**config.mk**
```make
export PLATFORM = sky130hd
export DESIGN_NAME = dpat_ptab
export DESIGN_NICKNAME = d
export VERILOG_FILES = /design/src/hw/rtl/dpat_pkg.sv /design/src/hw/rtl/dpat_ptab.sv
export SDC_FILE = /design/constraint.sdc
export NUM_CORES = 2
export LEC_CHECK = 0
export BUFFER_PORTS_ARGS = -buffer_cell sky130_fd_sc_hd__buf_4
export CAP_MARGIN = 10
export CORE_MARGIN = 2
export CORE_UTILIZATION = 40
export DETAILED_ROUTE_END_ITERATION = 10
export PLACE_DENSITY = 0.64
export SLEW_MARGIN = 20
export SYNTH_ARGS = -nofsm -noshare
export SYNTH_HDL_FRONTEND = slang
export SYNTH_SLANG_ARGS = --single-unit
```
**constraint.sdc**
```tcl
create_clock -name clock -period 8.8 [get_ports clock]
set_clock_uncertainty 0.15 [all_clocks]
set_input_delay 2.2 -clock clock [delete_from_list [all_inputs] [get_ports clock]]
set_output_delay 2.2 -clock clock [all_outputs]
set_load 0.01 [all_outputs]
```
**src/hw/rtl/dpat_pkg.sv**
```systemverilog
// ----------------------------------------------------------------------------
// dpat_pkg
// Shared sizes, state codes and page table port types of the translator.
// ----------------------------------------------------------------------------
package dpat_pkg;

   localparam int PAGE_BYTES   = 256;
   localparam int MEMORY_BYTES = 65536;

   localparam int VADDR_W      = 16;
   localparam int VSPACE_BYTES = 1 << VADDR_W;
   localparam int OFFSET_W     = $clog2(PAGE_BYTES);
   localparam int PAGE_W       = VADDR_W - OFFSET_W;
   localparam int PAGE_COUNT   = VSPACE_BYTES / PAGE_BYTES;
   localparam int FRAME_COUNT  = MEMORY_BYTES / PAGE_BYTES;
   localparam int FRAME_W      = $clog2(FRAME_COUNT);
   localparam int PHYS_W       = FRAME_W + OFFSET_W;
   localparam int BYTE_W       = 8;

   localparam logic ACT_TRANSLATE = 1'b0;
   localparam logic ACT_LOAD      = 1'b1;

   typedef enum logic [5:0] {
      ST_IDLE   = 6'b000001,
      ST_LOOKUP = 6'b000010,
      ST_COPY   = 6'b000100,
      ST_DRAIN  = 6'b001000,
      ST_FETCH  = 6'b010000,
      ST_READ   = 6'b100000
   } state_type;

   // lookup or allocate on one page table entry
   typedef struct packed {
      logic              rd_en;
      logic              wr_en;
      logic [PAGE_W-1:0] page;
   } ptab_req_type;

   // registered lookup result
   typedef struct packed {
      logic               valid;
      logic [FRAME_W-1:0] frame;
   } ptab_rsp_type;

endpackage

```
**src/hw/rtl/dpat_ptab.sv**
```systemverilog
// ----------------------------------------------------------------------------
// dpat_ptab
// Page table: valid bits in flops, frame numbers in a synchronous RAM,
// and the in-order frame allocator.
// ----------------------------------------------------------------------------
module dpat_ptab (
   input  logic                           clock,
   input  logic                           reset,
   input  dpat_pkg::ptab_req_type         req,
   output dpat_pkg::ptab_rsp_type         rsp,
   output logic [dpat_pkg::FRAME_W-1:0]   next_frame
);
   import dpat_pkg::*;

   logic [PAGE_COUNT-1:0] valid_ff;
   logic [PAGE_COUNT-1:0] valid_in;
   logic [FRAME_W-1:0]    next_ff;
   logic [FRAME_W-1:0]    next_in;
   logic [FRAME_W-1:0]    frame_mem [PAGE_COUNT];
   ptab_rsp_type          rsp_ff;

   always_comb begin
      valid_in = valid_ff;
      next_in  = next_ff;
      if (req.wr_en) begin
         valid_in[req.page] = 1'b1;
         next_in            = next_ff + 1'b1;   // wraps over the frame count
      end
   end

   always_ff @(posedge clock) begin
      if (reset) begin
         valid_ff <= '0;
         next_ff  <= '0;
      end else begin
         valid_ff <= valid_in;
         next_ff  <= next_in;
      end
   end

   always_ff @(posedge clock) begin
      if (req.wr_en) begin
         frame_mem[req.page] <= next_ff;
      end
      if (req.rd_en) begin
         rsp_ff.frame <= frame_mem[req.page];
         rsp_ff.valid <= valid_ff[req.page];
      end
   end

   assign rsp        = rsp_ff;
   assign next_frame = next_ff;

endmodule

```
==> results.sh <==
export IMPL_synth_lib_cells_used_distinct=30
export IMPL_finish_utilization_pct=45.3
export IMPL_setup_violations=0
export IMPL_grt_pass1_vias=45300
export IMPL_critPathMaxFanout=74
export IMPL_drv_cap=0
export IMPL_htree_levels=4
export IMPL_end_kind="flip-flop"
export IMPL_synth_xor_area_share_pct=0.0496
export IMPL_clk_pin_slew_ns=0.06
export IMPL_fmax_mhz=183
export IMPL_hold_viol=0
export IMPL_synth_top_flop_cell="edfxtp_1"
export IMPL_cts_root_buf="clkbuf_16"
export IMPL_syn_inst=4526
export IMPL_rows=172
export IMPL_grt_remaining_overflow=0
export IMPL_wirelength_microns=222000
export IMPL_hold_path_class="reg -> reg"
export IMPL_dp_cells=7329
export IMPL_ys_ff_latch=2321
export IMPL_seq_area_frac_synth_pct=75.9
export IMPL_synth_adder_area_share_pct=0.0142
export IMPL_arrival_ns=5.78
export IMPL_dieArea_sq_mm=0.225
export IMPL_gp_congestion=0.808
export IMPL_grtUsageTotal_pct=19.7
export IMPL_drtIter0Drc=5171
export IMPL_drc=0
export IMPL_synth_simple_area_share_pct=3.22
export IMPL_post_synth_top_count_cell="edfxtp_1"
export IMPL_antenna_found_initial=3
export IMPL_initial_core_util_pct=40.2
export IMPL_outcome="finished clean"
export IMPL_dp_hpwl_microns=131000
export IMPL_cts_buffers=225
export IMPL_syn_area_sq_mm=0.0884
export IMPL_period_share_pct=62.1
export IMPL_syn_num_nets=4539
export IMPL_vias_per_cell=5.78
export IMPL_timing_final_crit_period_ns=5.47
export IMPL_peakVddDrop_mv=0.226
export IMPL_grt_max_degree=232
export IMPL_post_cts_buffers=0
export IMPL_wire_per_inst_microns=28.6
export IMPL_via_count=44900
export IMPL_synth_top_area_share_pct=69.9
export IMPL_port_buffers=28
export IMPL_critPathKind="in -> reg"
export IMPL_p_leak_nw=31.8
export IMPL_synth_compound_area_share_pct=4.61
export IMPL_relSlewSlack_pct=16.1
export IMPL_drive_above_1_share_pct=23.7
export IMPL_synth_top_area_cell="edfxtp_1"
export IMPL_cts_sinks=2321
export IMPL_syn_to_final_growth_pct=12.7
export IMPL_setup_ws_ns=3.33
export IMPL_rsz0062_at_grt="no"
export IMPL_cts_resized=0
export IMPL_synth_top_family_by_area="multiplexers"
export IMPL_postCtsHoldBufs=0
export IMPL_maxSlewViolCount=0
export IMPL_final_nets=4613
export IMPL_power_density_mw_per_mm2=221
export IMPL_pre_cts_ws_ns=2.54
export IMPL_syn_area_per_cell_sq_um=19.5
export IMPL_muxShareOfSynthArea_pct=14.7
export IMPL_tritoncts="built"
export IMPL_die_w_microns=474
export IMPL_crit_path_start_kind="input pin"
export IMPL_synth_edf_count=2057
export IMPL_drt_first_pass_iters=6
export IMPL_n_fill_cell=18300
export IMPL_fp_dieH_microns=474
export IMPL_coreArea_sq_mm=0.220
export IMPL_worst_pin_slew_ns=1.24
export IMPL_ys_top_cells_by_count="edfxtp_1, nor2_1, mux4_2"
export IMPL_tns_ns=0
export IMPL_synthTopCellsByArea="edfxtp_1, mux4_2, dfxtp_1"
export IMPL_yosys_warnings=0
export IMPL_grt_first_pass_wirelength_microns=323000
export IMPL_clock_latency_ns=0.87
export IMPL_ioPinCount=29
export IMPL_required_ns=9.12
export IMPL_clockBufferDepth=3
export IMPL_antenna_left=0
export IMPL_fin_cells=7766
export IMPL_async_flop_share_pct=0
## registers in the layout, summed over array words and instances (netlist names)
register and cells:
frame_mem 2048, next_frame 8, rsp 9, valid_ff 256
## through the flow
step           hold slack [ns]  total power, mW  area (sq um)
3_5_place_dp             0.301             12.9         92200
6_report                 0.315             22.0         99600
4_1_cts                  0.316             22.1         99500
3_3_place_gp             0.291             12.9         92200
5_1_grt                  0.333             22.6         99600
2_1_floorplan            0.281             12.6         88400
## path summary, 6_finish.rpt
kind | end | slack (ns) | cells after the start | from
max | frame_mem[76][4]$_DFFE_PP_ | 3.33 | 5 | req[1]
min | valid_ff[182]$_SDFFE_PP0P_ | 0.31 | 2 | valid_ff[182]$_SDFFE_PP0P_
max reg2reg | next_frame[7]$_SDFFE_PP0P_ | 5.38 | 6 | next_frame[0]$_SDFFE_PP0P_
min reg2reg | valid_ff[182]$_SDFFE_PP0P_ | 0.31 | 2 | valid_ff[182]$_SDFFE_PP0P_
## placed cells by master, fill, tap and decap left out, types with 42 or more instances in the layout
master	synthesis	layout
edfxtp_1	2057	2057
mux4_2	576	576
nor2_1	596	568
a22oi_1	288	288
dfxtp_1	264	256
a21oi_1	249	249
clkbuf_16	0	226
buf_4	11	117
clkbuf_1	196	67
clkinv_2	0	45
clkinv_1	0	42
## critical path, cell delays in order
cell and delay [ns]:
buf_8 0.20, nor2_1 0.94, nand3_1 0.89, buf_4 0.49, nor2_1 0.85
## cell type report
cell class                 instances  area [sq um]  share of cell area (%)
antenna                            4          10.0                  0.0101
tap                             2958          3700                    3.72
timing repair buffer             143          1380                    1.38
clock inverter                   119          1060                    1.07
sequential                      2321         67100                    67.4
clock buffer                     312          6160                    6.19
multi-input combinational       1909         20200                    20.3
## metal layers
layer	GRT usage, %	routed length [microns]
met1	27.6	91100
met2	31.5	107000
met3	3.37	16900
met4	6.40	6980
met5	0	23
## power by group
part           leakage (nW)  internal [mW]  total (mW)  switching [mW]
sequential             22.3           11.9        11.9          0.0188
clock                  3.52           5.19        9.39            4.19
combinational          5.94          0.217       0.710           0.493
## logic make-up (layout without fill, tap and decap cells)
logic type,count (synthesis),count (layout)
adders and majority gates,1,1
and+or+nand+nor,717,717
AOI/OAI and AO/OA,609,609
xor gates and xnor gates,5,5
buffers and inverters,296,574
other,0,4
DFF,2321,2321
muxes,577,577
Power figures use the tool's default switching activity.
